`src/rtl/reno_congestion_window_unit_assert.svh`:
```
// ----------------------------------------------------------------------------
// reno congestion window unit assertion macros
// shared concurrent assertion forms for the rtl of the unit
// ----------------------------------------------------------------------------
`ifndef RENO_CONGESTION_WINDOW_UNIT_ASSERT_SVH
`define RENO_CONGESTION_WINDOW_UNIT_ASSERT_SVH

// antecedent implies consequent in the same cycle
`define RCW_ASSERT_IMPLIES(name, clk, rst, ante, cons) \
   name: assert property (@(posedge clk) disable iff (rst) (ante) |-> (cons)) \
      else $error("rcw implication check failed");

// antecedent implies consequent in the next cycle
`define RCW_ASSERT_NEXT(name, clk, rst, ante, cons) \
   name: assert property (@(posedge clk) disable iff (rst) (ante) |=> (cons)) \
      else $error("rcw next cycle check failed");

// condition never holds
`define RCW_ASSERT_NEVER(name, clk, rst, cond) \
   name: assert property (@(posedge clk) disable iff (rst) !(cond)) \
      else $error("rcw forbidden condition seen");

`endif

```
`src/rtl/rcw_pkg.sv`:
```
// ----------------------------------------------------------------------------
// rcw_pkg
// types and constants of the reno congestion window unit
// ----------------------------------------------------------------------------
`default_nettype none

package rcw_pkg;

   typedef enum logic [1:0] {
      CMD_START   = 2'd0,
      CMD_ACK     = 2'd1,
      CMD_TIMEOUT = 2'd2
   } cmd_type;

   typedef enum logic [1:0] {
      PHASE_SLOW_START    = 2'd0,
      PHASE_CONG_AVOID    = 2'd1,
      PHASE_FAST_RECOVERY = 2'd2
   } phase_type;

   typedef enum logic [2:0] {
      ENG_IDLE,
      ENG_EXEC,
      ENG_FR_LOAD,
      ENG_MUL,
      ENG_DIV_LOAD,
      ENG_DIV,
      ENG_REPORT
   } eng_state_type;

   typedef enum logic {
      DIV_IDLE,
      DIV_RUN
   } div_state_type;

   // register indexes
   localparam logic CSR_SEG_SIZE     = 1'b0;
   localparam logic CSR_START_THRESH = 1'b1;

   localparam logic [15:0] SEG_SIZE_RESET     = 16'd1024;
   localparam logic [23:0] START_THRESH_RESET = 24'd65535;
   localparam logic [15:0] PEER_WINDOW_RESET  = 16'hFFFF;
   localparam logic [23:0] MAX24              = 24'hFFFFFF;
   localparam logic [2:0]  DUP_FAST_RETX      = 3'd3;
   localparam logic [2:0]  DUP_SAT            = 3'd4;
   localparam logic [17:0] FR_INFLATE_SEGS    = 18'd3;

   typedef struct packed {
      logic [15:0] seg_size;
      logic [23:0] start_threshold;
   } rcw_cfg_type;

   typedef struct packed {
      cmd_type     cmd;
      logic [15:0] ack_seq;
      logic [15:0] adv_window;
   } rcw_req_type;

   typedef struct packed {
      logic [23:0] window_bytes;
      logic [23:0] threshold_bytes;
      phase_type   phase;
      logic [23:0] usable_window;
      logic        retransmit;
      logic [15:0] retransmit_seq;
      logic [15:0] bytes_acked;
      logic        flush_flight;
   } rcw_rsp_type;

endpackage

`default_nettype wire

```
`src/rtl/rcw_divider.sv`:
```
// ----------------------------------------------------------------------------
// rcw_divider
// shift register restoring divider, one quotient bit per cycle, with the
// quotient saturated to the divisor width
// ----------------------------------------------------------------------------
`default_nettype none

`include "reno_congestion_window_unit_assert.svh"

module rcw_divider #(
   parameter int DIV_BITS = 32,
   parameter int NUM_BITS = 48
) (
   input  wire logic                clock,
   input  wire logic                reset,
   input  wire logic                start,
   input  wire logic [NUM_BITS-1:0] numerator,
   input  wire logic [DIV_BITS-1:0] divisor,
   output logic                     done,
   output logic [DIV_BITS-1:0]      quotient
);
   import rcw_pkg::*;

   localparam int CNT_BITS = $clog2(DIV_BITS);

   div_state_type         state_ff, state_in;
   logic                  done_ff, done_in;
   logic [CNT_BITS-1:0]   cnt_ff, cnt_in;
   logic [DIV_BITS-1:0]   rem_ff, rem_in;
   logic [DIV_BITS-1:0]   shq_ff, shq_in;
   logic [DIV_BITS-1:0]   divisor_ff, divisor_in;
   logic [NUM_BITS-1:0]   num_high;
   logic [DIV_BITS:0]     trial;
   logic [DIV_BITS:0]     trial_diff;
   logic                  trial_ge;

   assign num_high   = numerator >> DIV_BITS;
   assign trial      = {rem_ff, shq_ff[DIV_BITS-1]};
   assign trial_diff = trial - {1'b0, divisor_ff};
   assign trial_ge   = trial >= {1'b0, divisor_ff};

   always_ff @(posedge clock) begin
      if (reset) begin
         state_ff <= DIV_IDLE;
         done_ff  <= 1'b0;
      end else begin
         state_ff <= state_in;
         done_ff  <= done_in;
      end
      cnt_ff     <= cnt_in;
      rem_ff     <= rem_in;
      shq_ff     <= shq_in;
      divisor_ff <= divisor_in;
   end

   always_comb begin
      state_in   = state_ff;
      done_in    = 1'b0;
      cnt_in     = cnt_ff;
      rem_in     = rem_ff;
      shq_in     = shq_ff;
      divisor_in = divisor_ff;
      case (state_ff)
         DIV_IDLE: begin
            if (start) begin
               divisor_in = divisor;
               // quotient does not fit: saturate
               if (num_high >= NUM_BITS'(divisor)) begin
                  shq_in  = {DIV_BITS{1'b1}};
                  done_in = 1'b1;
               end else begin
                  rem_in   = DIV_BITS'(num_high);
                  shq_in   = numerator[DIV_BITS-1:0];
                  cnt_in   = CNT_BITS'(DIV_BITS - 1);
                  state_in = DIV_RUN;
               end
            end
         end
         DIV_RUN: begin
            rem_in = trial_ge ? trial_diff[DIV_BITS-1:0] : trial[DIV_BITS-1:0];
            shq_in = {shq_ff[DIV_BITS-2:0], trial_ge};
            cnt_in = cnt_ff - CNT_BITS'(1);
            if (cnt_ff == '0) begin
               done_in  = 1'b1;
               state_in = DIV_IDLE;
            end
         end
         default: begin
            state_in = DIV_IDLE;
         end
      endcase
   end

   assign done     = done_ff;
   assign quotient = shq_ff;

   `RCW_ASSERT_NEVER(a_start_while_busy, clock, reset, start && state_ff == DIV_RUN)
   `RCW_ASSERT_IMPLIES(a_rem_below_divisor, clock, reset, state_ff == DIV_RUN, rem_ff < divisor_ff)
   `RCW_ASSERT_IMPLIES(a_done_when_idle, clock, reset, done_ff, state_ff == DIV_IDLE)

endmodule

`default_nettype wire

```
`src/rtl/rcw_engine.sv`:
```
// ----------------------------------------------------------------------------
// rcw_engine
// reno congestion state and event sequencer, drives the serial divider for
// congestion avoidance growth
// ----------------------------------------------------------------------------
`default_nettype none

`include "reno_congestion_window_unit_assert.svh"

module rcw_engine #(
   parameter int WIN_INT_BITS  = 24,
   parameter int WIN_FRAC_BITS = 8
) (
   input  wire logic                 clock,
   input  wire logic                 reset,
   input  wire rcw_pkg::rcw_cfg_type cfg,
   input  wire logic                 req_valid,
   input  wire rcw_pkg::rcw_req_type req,
   output logic                      req_ready,
   output logic                      rsp_valid,
   output rcw_pkg::rcw_rsp_type      rsp,
   input  wire logic                 rsp_ready
);
   import rcw_pkg::*;

   localparam int W        = WIN_INT_BITS + WIN_FRAC_BITS;
   localparam int NUM_BITS = 32 + 2 * WIN_FRAC_BITS;

   function automatic logic [W-1:0] to_fixed(input logic [23:0] bytes);
      logic [31:0]              ext;
      logic [31+WIN_FRAC_BITS:0] wide;
      ext  = 32'(bytes);
      wide = {ext, {WIN_FRAC_BITS{1'b0}}};
      if ((ext >> WIN_INT_BITS) != 32'd0) return {W{1'b1}};
      return wide[W-1:0];
   endfunction

   function automatic logic [W-1:0] sat_add(input logic [W-1:0] a, input logic [W-1:0] b);
      logic [W:0] s;
      s = {1'b0, a} + {1'b0, b};
      return s[W] ? {W{1'b1}} : s[W-1:0];
   endfunction

   function automatic logic [23:0] halved(input logic [W-1:0] win, input logic [15:0] seg);
      logic [47:0] h;
      h = 48'(win >> (WIN_FRAC_BITS + 1));
      if (h < 48'(seg)) h = 48'(seg);
      if (h > 48'(MAX24)) h = 48'(MAX24);
      return h[23:0];
   endfunction

   eng_state_type state_ff, state_in;
   rcw_req_type   req_ff, req_in;
   logic [W-1:0]  cw_ff, cw_in;
   logic [23:0]   thr_ff, thr_in;
   phase_type     phase_ff, phase_in;
   logic [15:0]   last_ack_ff, last_ack_in;
   logic [2:0]    dup_ff, dup_in;
   logic [15:0]   peer_ff, peer_in;
   logic          retx_ff, retx_in;
   logic [15:0]   retx_seq_ff, retx_seq_in;
   logic [15:0]   acked_ff, acked_in;
   logic          flush_ff, flush_in;
   logic [31:0]   sq_ff, sq_in;

   logic [2:0]    dup_inc;
   logic [W-1:0]  seg_fixed;
   logic [W-1:0]  grown;
   logic [17:0]   seg3;
   logic          div_start;
   logic          div_done;
   logic [W-1:0]  div_quotient;
   logic [47:0]   wint_wide;
   logic [23:0]   wint;

   assign dup_inc   = (dup_ff < DUP_SAT) ? dup_ff + 3'd1 : dup_ff;
   assign seg_fixed = to_fixed(24'(cfg.seg_size));
   assign grown     = sat_add(cw_ff, seg_fixed);
   assign seg3      = 18'(cfg.seg_size) * FR_INFLATE_SEGS;
   assign div_start = state_ff == ENG_DIV_LOAD;

   rcw_divider #(
      .DIV_BITS (W),
      .NUM_BITS (NUM_BITS)
   ) u_divider (
      .clock     (clock),
      .reset     (reset),
      .start     (div_start),
      .numerator ({sq_ff, {(2 * WIN_FRAC_BITS){1'b0}}}),
      .divisor   (cw_ff),
      .done      (div_done),
      .quotient  (div_quotient)
   );

   always_ff @(posedge clock) begin
      if (reset) begin
         state_ff    <= ENG_IDLE;
         cw_ff       <= to_fixed(24'(SEG_SIZE_RESET));
         thr_ff      <= START_THRESH_RESET;
         phase_ff    <= PHASE_SLOW_START;
         last_ack_ff <= '0;
         dup_ff      <= '0;
         peer_ff     <= PEER_WINDOW_RESET;
      end else begin
         state_ff    <= state_in;
         cw_ff       <= cw_in;
         thr_ff      <= thr_in;
         phase_ff    <= phase_in;
         last_ack_ff <= last_ack_in;
         dup_ff      <= dup_in;
         peer_ff     <= peer_in;
      end
      req_ff      <= req_in;
      retx_ff     <= retx_in;
      retx_seq_ff <= retx_seq_in;
      acked_ff    <= acked_in;
      flush_ff    <= flush_in;
      sq_ff       <= sq_in;
   end

   always_comb begin
      state_in    = state_ff;
      req_in      = req_ff;
      cw_in       = cw_ff;
      thr_in      = thr_ff;
      phase_in    = phase_ff;
      last_ack_in = last_ack_ff;
      dup_in      = dup_ff;
      peer_in     = peer_ff;
      retx_in     = retx_ff;
      retx_seq_in = retx_seq_ff;
      acked_in    = acked_ff;
      flush_in    = flush_ff;
      sq_in       = sq_ff;
      req_ready   = 1'b0;
      rsp_valid   = 1'b0;
      case (state_ff)
         ENG_IDLE: begin
            req_ready = 1'b1;
            if (req_valid) begin
               req_in   = req;
               state_in = ENG_EXEC;
            end
         end
         ENG_EXEC: begin
            retx_in     = 1'b0;
            retx_seq_in = '0;
            acked_in    = '0;
            flush_in    = 1'b0;
            state_in    = ENG_REPORT;
            case (req_ff.cmd)
               CMD_START: begin
                  cw_in       = seg_fixed;
                  thr_in      = cfg.start_threshold;
                  phase_in    = PHASE_SLOW_START;
                  last_ack_in = req_ff.ack_seq;
                  dup_in      = '0;
                  peer_in     = req_ff.adv_window;
               end
               CMD_ACK: begin
                  peer_in = req_ff.adv_window;
                  if (req_ff.ack_seq == last_ack_ff) begin
                     dup_in = dup_inc;
                     if (dup_inc == DUP_FAST_RETX) begin
                        thr_in      = halved(cw_ff, cfg.seg_size);
                        phase_in    = PHASE_FAST_RECOVERY;
                        retx_in     = 1'b1;
                        retx_seq_in = req_ff.ack_seq;
                        state_in    = ENG_FR_LOAD;
                     end else if (dup_inc > DUP_FAST_RETX &&
                                  phase_ff == PHASE_FAST_RECOVERY) begin
                        cw_in = grown;
                     end
                  end else if (req_ff.ack_seq > last_ack_ff) begin
                     acked_in    = req_ff.ack_seq - last_ack_ff;
                     last_ack_in = req_ff.ack_seq;
                     dup_in      = '0;
                     case (phase_ff)
                        PHASE_SLOW_START: begin
                           cw_in = grown;
                           if (grown >= to_fixed(thr_ff)) phase_in = PHASE_CONG_AVOID;
                        end
                        PHASE_CONG_AVOID: begin
                           state_in = ENG_MUL;
                        end
                        default: begin
                           cw_in    = to_fixed(thr_ff);
                           phase_in = PHASE_CONG_AVOID;
                        end
                     endcase
                  end
               end
               CMD_TIMEOUT: begin
                  thr_in   = halved(cw_ff, cfg.seg_size);
                  cw_in    = seg_fixed;
                  phase_in = PHASE_SLOW_START;
                  dup_in   = '0;
                  flush_in = 1'b1;
               end
               default: begin
               end
            endcase
         end
         ENG_FR_LOAD: begin
            cw_in    = sat_add(to_fixed(thr_ff), to_fixed(24'(seg3)));
            state_in = ENG_REPORT;
         end
         ENG_MUL: begin
            sq_in    = 32'(cfg.seg_size) * 32'(cfg.seg_size);
            state_in = ENG_DIV_LOAD;
         end
         ENG_DIV_LOAD: begin
            state_in = ENG_DIV;
         end
         ENG_DIV: begin
            if (div_done) begin
               cw_in    = sat_add(cw_ff, div_quotient);
               state_in = ENG_REPORT;
            end
         end
         ENG_REPORT: begin
            rsp_valid = 1'b1;
            if (rsp_ready) state_in = ENG_IDLE;
         end
         default: begin
            state_in = ENG_IDLE;
         end
      endcase
   end

   assign wint_wide = 48'(cw_ff >> WIN_FRAC_BITS);
   assign wint      = (wint_wide > 48'(MAX24)) ? MAX24 : wint_wide[23:0];

   always_comb begin
      rsp.window_bytes    = wint;
      rsp.threshold_bytes = thr_ff;
      rsp.phase           = phase_ff;
      rsp.usable_window   = (wint < 24'(peer_ff)) ? wint : 24'(peer_ff);
      rsp.retransmit      = retx_ff;
      rsp.retransmit_seq  = retx_seq_ff;
      rsp.bytes_acked     = acked_ff;
      rsp.flush_flight    = flush_ff;
   end

   `RCW_ASSERT_NEVER(a_dup_saturates, clock, reset, dup_ff > DUP_SAT)
   `RCW_ASSERT_IMPLIES(a_div_done_in_div, clock, reset, div_done, state_ff == ENG_DIV)
   `RCW_ASSERT_IMPLIES(a_retx_in_recovery, clock, reset, state_ff == ENG_REPORT && retx_ff, phase_ff == PHASE_FAST_RECOVERY)
   `RCW_ASSERT_NEXT(a_accept_to_exec, clock, reset, req_valid && req_ready, state_ff == ENG_EXEC)

endmodule

`default_nettype wire

```
`src/rtl/reno_congestion_window_unit.sv`:
```
// ----------------------------------------------------------------------------
// reno_congestion_window_unit
// reno congestion window controller with a serial divider for growth in
// congestion avoidance
//
// requests arrive on req_ (tuser the event kind, tdata ack number and
// advertised window); each request yields exactly one response on rsp_.
// registers seg_size and start_threshold are written on csr_; the user must
// write them only while idle, the unit does not enforce it. a request runs
// from acceptance through states exec and report; the third duplicate ack
// adds fr_load; a new ack in congestion avoidance adds mul, div_load and div,
// where the divider of seg_size squared by the window yields one quotient
// bit per cycle or skips its bit loop when the quotient saturates. the
// response enters rsp_ registers as the engine goes idle, before acceptance.
// one request is worked on at a time; an output register holds the last
// response, so a new request is taken while it waits. when the receiver
// stalls and the output register is full, the finished response waits in
// the engine and req_tready stays low.
// synchronous reset loads seg_size 1024, start_threshold 65535, a window
// of one segment in slow start and clears the output register's valid bit.
// ----------------------------------------------------------------------------
`default_nettype none

module reno_congestion_window_unit #(
   parameter int WIN_INT_BITS  = 24,
   parameter int WIN_FRAC_BITS = 8
) (
   input  wire logic         clock,
   input  wire logic         reset,
   // request channel
   input  wire logic         req_tvalid,
   output logic              req_tready,
   input  wire logic [31:0]  req_tdata,  // ack_seq, adv_window
   input  wire logic [1:0]   req_tuser,  // cmd
   // response channel
   output logic              rsp_tvalid,
   input  wire logic         rsp_tready,
   // window_bytes, threshold_bytes, phase, usable_window, retransmit,
   // retransmit_seq, bytes_acked, flush_flight, zero pad
   output logic [111:0]      rsp_tdata,
   // configuration
   input  wire logic         csr_wr_en,
   input  wire logic         csr_index,
   input  wire logic [23:0]  csr_wdata
);
   import rcw_pkg::*;

   logic [15:0]  seg_size_ff;
   logic [23:0]  start_thresh_ff;
   rcw_cfg_type  cfg;
   rcw_req_type  req;
   logic         eng_rsp_valid;
   logic         eng_rsp_ready;
   rcw_rsp_type  eng_rsp;
   logic         rsp_valid_ff;
   rcw_rsp_type  rsp_data_ff;

   always_ff @(posedge clock) begin
      if (reset) begin
         seg_size_ff     <= SEG_SIZE_RESET;
         start_thresh_ff <= START_THRESH_RESET;
      end else if (csr_wr_en) begin
         case (csr_index)
            CSR_SEG_SIZE:     seg_size_ff     <= csr_wdata[15:0];
            CSR_START_THRESH: start_thresh_ff <= csr_wdata;
            default: begin
            end
         endcase
      end
   end

   assign cfg.seg_size        = seg_size_ff;
   assign cfg.start_threshold = start_thresh_ff;

   assign req.cmd        = cmd_type'(req_tuser);
   assign req.ack_seq    = req_tdata[15:0];
   assign req.adv_window = req_tdata[31:16];

   rcw_engine #(
      .WIN_INT_BITS  (WIN_INT_BITS),
      .WIN_FRAC_BITS (WIN_FRAC_BITS)
   ) u_engine (
      .clock     (clock),
      .reset     (reset),
      .cfg       (cfg),
      .req_valid (req_tvalid),
      .req       (req),
      .req_ready (req_tready),
      .rsp_valid (eng_rsp_valid),
      .rsp       (eng_rsp),
      .rsp_ready (eng_rsp_ready)
   );

   // output register
   assign eng_rsp_ready = !rsp_valid_ff || rsp_tready;

   always_ff @(posedge clock) begin
      if (reset) begin
         rsp_valid_ff <= 1'b0;
      end else if (eng_rsp_ready) begin
         rsp_valid_ff <= eng_rsp_valid;
      end
      if (eng_rsp_ready && eng_rsp_valid) rsp_data_ff <= eng_rsp;
   end

   assign rsp_tvalid = rsp_valid_ff;
   assign rsp_tdata  = {4'b0000,
                        rsp_data_ff.flush_flight,
                        rsp_data_ff.bytes_acked,
                        rsp_data_ff.retransmit_seq,
                        rsp_data_ff.retransmit,
                        rsp_data_ff.usable_window,
                        rsp_data_ff.phase,
                        rsp_data_ff.threshold_bytes,
                        rsp_data_ff.window_bytes};

endmodule

`default_nettype wire
```
`config.mk`:
```
export PLATFORM = sky130hd
export DESIGN_NAME = reno_congestion_window_unit
export DESIGN_NICKNAME = d
export VERILOG_FILES = /design/src/rtl/rcw_pkg.sv /design/src/rtl/rcw_divider.sv /design/src/rtl/rcw_engine.sv /design/src/rtl/reno_congestion_window_unit.sv
export VERILOG_INCLUDE_DIRS = /design/src /design/src/rtl
export SDC_FILE = /design/constraint.sdc
export NUM_CORES = 2
export LEC_CHECK = 0
export BUFFER_PORTS_ARGS = -buffer_cell sky130_fd_sc_hd__buf_4
export CAP_MARGIN = 40
export CORE_ASPECT_RATIO = 0.9
export CORE_MARGIN = 3
export CORE_UTILIZATION = 44
export DETAILED_ROUTE_END_ITERATION = 7
export GPL_TIMING_DRIVEN = 0
export PLACE_DENSITY = 0.73
export RECOVER_POWER = 50
export REMOVE_ABC_BUFFERS = 1
export SYNTH_ARGS = -nofsm -noshare
export SYNTH_HDL_FRONTEND = slang
export SYNTH_SLANG_ARGS = --single-unit
```
`constraint.sdc`:
```
create_clock -name clock -period 7.1 [get_ports clock]
set_input_delay 1.42 -clock clock [delete_from_list [all_inputs] [get_ports clock]]
set_output_delay 1.42 -clock clock [all_outputs]
set_load 0.005 [all_outputs]
```
==> metrics.md <==
| Metric | Value |
|---|---|
| Routability Congestion | `0.962` |
| Share of synthesized area occupied by flip-flops and latches | `~36%` |
| Worst-path maximum fanout | `9` |
| Cell type contributing the most total cell area after synthesis | `sky130_fd_sc_hd__edfxtp_1` |
| Flip-flop and latch count after synthesis | `around 450` |
| Synthesized cell area | `0.0330 mm2` |
| Final cell count without fillers | `about 4500` |
| Layout Nets | `just over 4000` |
| Share of synthesized registers carrying an async set or reset | `0%` |
| CTS tree | `done` |
| Io pins | `178` |
| Clock Root Buffer | `sky130_fd_sc_hd__clkbuf_16` |
| Cell Rows | `94` |
| Global-route wire length before repair | `approximately 140 mm` |
| Most frequent standard cell in the layout excluding fill and tap cells | `sky130_fd_sc_hd__inv_1` |
| Period minus WS final | `between 6 and 7 ns` |
| Fin. max-slew vios | `approximately 430` |
| Element type at the critical path end | `flop` |
| Top cell type's share of synthesized area | `about 28%` |
| Fraction of the mapped netlist area in simple logic gates | `12.3%` |
| Count of input and output buffers | `between 150 and 200` |
| Count of different cell masters after synthesis | `89` |
| Post-placement cell area | `around 0.036 mm2` |
| Final hold violation count | `0` |
| Number of CTS-inserted buffers | `between 40 and 50` |
| Via count of the first global-routing pass | `roughly 25000` |
| XOR/XNOR share of the synthesized area | `under 10%` |
| Data arrival, critical path | `just over 7 ns` |
| Dominant combinational cell family by area after synthesis | `adder cells` |
| Summed area of non-filler cells in the final layout | `approximately 0.037 mm2` |
| Final TNS setup | `0 ns` |
| Total of hold buffers inserted after clock tree synthesis | `0` |
| Share of final-layout standard cells stronger than drive strength 1 | `a little over a tenth` |
| Overall power | `~9.1 mW` |
| Placed Cells incl. Taps | `4427` |
| Result of the run | `finished with violations` |
| Tightest Hold Check Type | `reg2reg` |
| Setup violation total in the final timing report | `0` |
| Count of flip-flops with a built-in enable after synthesis | `around 310` |
| Tightest Pin Transition | `4.88 ns` |
| Area of the die | `slightly below 0.08 mm2` |
| Clk pin slew, worst setup/hold paths | `0.06 ns` |
| Total DRC errors in the routed layout | `0` |
| Post-DRT Antenna Nets | `0` |
| Number of standard cells after synthesis | `~3400` |
| Data required time of the critical path | `about 7.4 ns` |
| Complex-gate fraction of the synthesized area | `15.3%` |
| Tightest slew margin relative to the limit | `-225%` |
| Pre-Repair DR Iteration Count | `5` |
| Max capacitance violation total | `10` |
| Vertical die dimension | `266 um` |
| Total of warnings raised by yosys | `0` |
| Utilization of the core after routing | `between 50% and 60%` |
| Critical Path Start | `seg_size_ff[6]` |
| Detailed placement HPWL | `69.9 mm` |
| Clock sink count | `447` |
| Failing checks | `capacitance limit, slew limit` |
| Routed Wire Length | `91.5 mm` |
| Clk_lat worst skew | `between 0.5 and 0.6 ns` |
| Post-Synth Adder-Cell Area | `22.3%` |
| P_leak | `between 15 and 20 nW` |
| Iteration-0 DRC Markers | `approximately 2500` |
| All-Layer GR Usage | `roughly 23%` |
| Maximum number of pins on one net before global-route repair | `94` |
| Width of the die | `approximately 290 um` |
| Area Growth Syn to Fin | `12.6%` |
| Core Area | `roughly 0.074 mm2` |
| Drt via density | `5.69` |
| Initial antenna violation count | `2` |
| Predominant post-synthesis flop cell | `sky130_fd_sc_hd__edfxtp_1` |
| Avg Inst Size Synth | `about 10 um2` |
| Worst voltage drop across the vdd grid | `between 150 and 200 uV` |
| H-tree depth | `2` |
| Top library cells by usage in the layout, fill and taps aside | `sky130_fd_sc_hd__inv_1, sky130_fd_sc_hd__ha_1, sky130_fd_sc_hd__edfxtp_1, sky130_fd_sc_hd__nand2_1, sky130_fd_sc_hd__nor2_1` |
| Clock Skew | `0.0232 ns` |
| GR Overflow Total | `0` |
| Max clock buf depth | `3` |
| Vias after detailed routing | `about 26000` |
| Effective utilization at floorplan | `44.8%` |
| Class of the most critical setup path | `reg2reg` |
| Launch point of the worst hold path | `u_engine.acked_ff[6]` |
| Detailed-route wire length per cell | `just over 20 um` |
| Period utilisation layout | `97.4%` |
| R2r startpoint | `seg_size_ff[6]` |
| Setup slack at placement | `-0.739 ns` |
| Setup slack after layout | `between 0.15 and 0.2 ns` |
| Final hold slack | `about 0.42 ns` |
| Share of synthesized area spent on multiplexers | `roughly 2.6%` |
| Top cells by area in the synthesized netlist | `sky130_fd_sc_hd__edfxtp_1, sky130_fd_sc_hd__ha_1, sky130_fd_sc_hd__fa_1` |
| Power per Cell Area | `approximately 250 mW/mm2` |
| Max Clock Freq | `145 MHz` |
| Kind of start point of the critical path | `flop` |
[sequential cells by signal (all words and copies together) (netlist names), 16 cells and up]
name                           flops
u_engine.sq_ff                    31
u_engine.u_divider.divisor_ff     32
u_engine.thr_ff                   24
u_engine.req_ff                   34
rsp_tdata                        108
u_engine.u_divider.rem_ff         32
u_engine.last_ack_ff              16
u_engine.retx_seq_ff              16
u_engine.u_divider.quotient       32
u_engine.cw_ff                    32
start_thresh_ff                   24
seg_size_ff                       16
u_engine.acked_ff                 16
u_engine.peer_ff                  16
[power breakdown]
part           switching (mW)  internal [mW]  total, mW  leakage, nW
clock                    1.05           1.20       2.25        0.662
sequential              0.391           3.16       3.55         3.98
combinational            1.93           1.37       3.31         12.1
[worst max-delay path, cell delays in order, from the launching register on]
cell,delay (ns)
sky130_fd_sc_hd__dfxtp_2,0.54
sky130_fd_sc_hd__clkinvlp_4,0.23
sky130_fd_sc_hd__nor2_1,0.20
sky130_fd_sc_hd__inv_1,0.08
sky130_fd_sc_hd__fa_1,0.51
sky130_fd_sc_hd__inv_1,0.06
sky130_fd_sc_hd__fa_1,0.54
sky130_fd_sc_hd__inv_1,0.06
sky130_fd_sc_hd__fa_1,0.53
sky130_fd_sc_hd__inv_1,0.05
sky130_fd_sc_hd__fa_1,0.51
sky130_fd_sc_hd__fa_2,0.68
sky130_fd_sc_hd__ha_1,0.26
sky130_fd_sc_hd__ha_1,0.38
sky130_fd_sc_hd__and2_1,0.21
sky130_fd_sc_hd__o31ai_4,0.27
sky130_fd_sc_hd__a21oi_1,0.11
sky130_fd_sc_hd__o21ai_1,0.19
sky130_fd_sc_hd__or4b_1,0.49
sky130_fd_sc_hd__a311oi_2,0.34
sky130_fd_sc_hd__o31ai_1,0.12
sky130_fd_sc_hd__a21oi_1,0.18
sky130_fd_sc_hd__xnor2_1,0.10
[repair_timing]
action | 4_1_cts | 5_1_grt
buffers inserted | 3 | 14
gates resized for setup | 19 | 34
endpoints found under the setup margin | 11 | 6
pin swaps | 0 | 5
[synthesized netlist by cell type (all sizes together), types with 4 or more instances]
library cell / instances
o31ai: 9
mux2: 14
and2: 31
nand3b: 25
or3: 15
a2111oi: 5
a22oi: 4
a211oi: 42
clkbuf: 118
a31o: 5
nand2b: 23
o211ai: 33
nor2b: 32
or2: 15
nor4: 11
o31a: 8
dfxtp: 139
and3: 22
xor2: 56
a21oi: 212
xnor2: 96
o21bai: 17
a31oi: 26
o21a: 30
nor2: 250
edfxtp: 308
nand3: 67
nand2: 296
ha: 317
a21o: 85
o221ai: 6
a211o: 38
mux2i: 71
fa: 170
a21boi: 6
nand4: 25
inv: 422
a221oi: 16
o21ai: 145
o2111ai: 4
a311oi: 32
buf: 37
a41oi: 4
nor3: 60
[layer usage]
metal  track usage, %  up-vias  wire [um]
met5                0        -          0
met4             6.97        0       2830
met3             5.00      178       8340
met2             35.0     1069      39700
met1             32.9    12400      40700
li1                 -    12100          -
[logic make-up (layout without fill, tap and decap cells)]
| family | Yosys count | count (layout) |
|---|---|---|
| AND/OR/NAND/NOR | 883 | 883 |
| AO/OA/AOI/OAI | 758 | 758 |
| buffers and inverters | 580 | 739 |
| adder cells (fa/ha/maj) | 487 | 487 |
| flip-flops | 447 | 447 |
| XOR/XNOR | 152 | 152 |
| multiplexers | 85 | 85 |
| other | 1 | 14 |
[final cells by class]
type,count,area (um2)
tap,960,1200
fill,6582,36500
multi-input combinational,2377,18800
inverter,425,1630
timing repair buffer,235,2040
clock inverter,19,158
sequential,447,12100
clock buffer,60,1200
antenna,2,5.00
[final timing paths]
kind / to / slack, ns / cells after the start
setup reg to reg: u_engine.sq_ff[30] / 0.19 / 22
setup / recovery: u_engine.sq_ff[30] / 0.19 / 22
hold / removal: rsp_tdata[97] / 0.42 / 0
hold reg to reg: rsp_tdata[97] / 0.42 / 0
(Power assumes the default switching activity.)
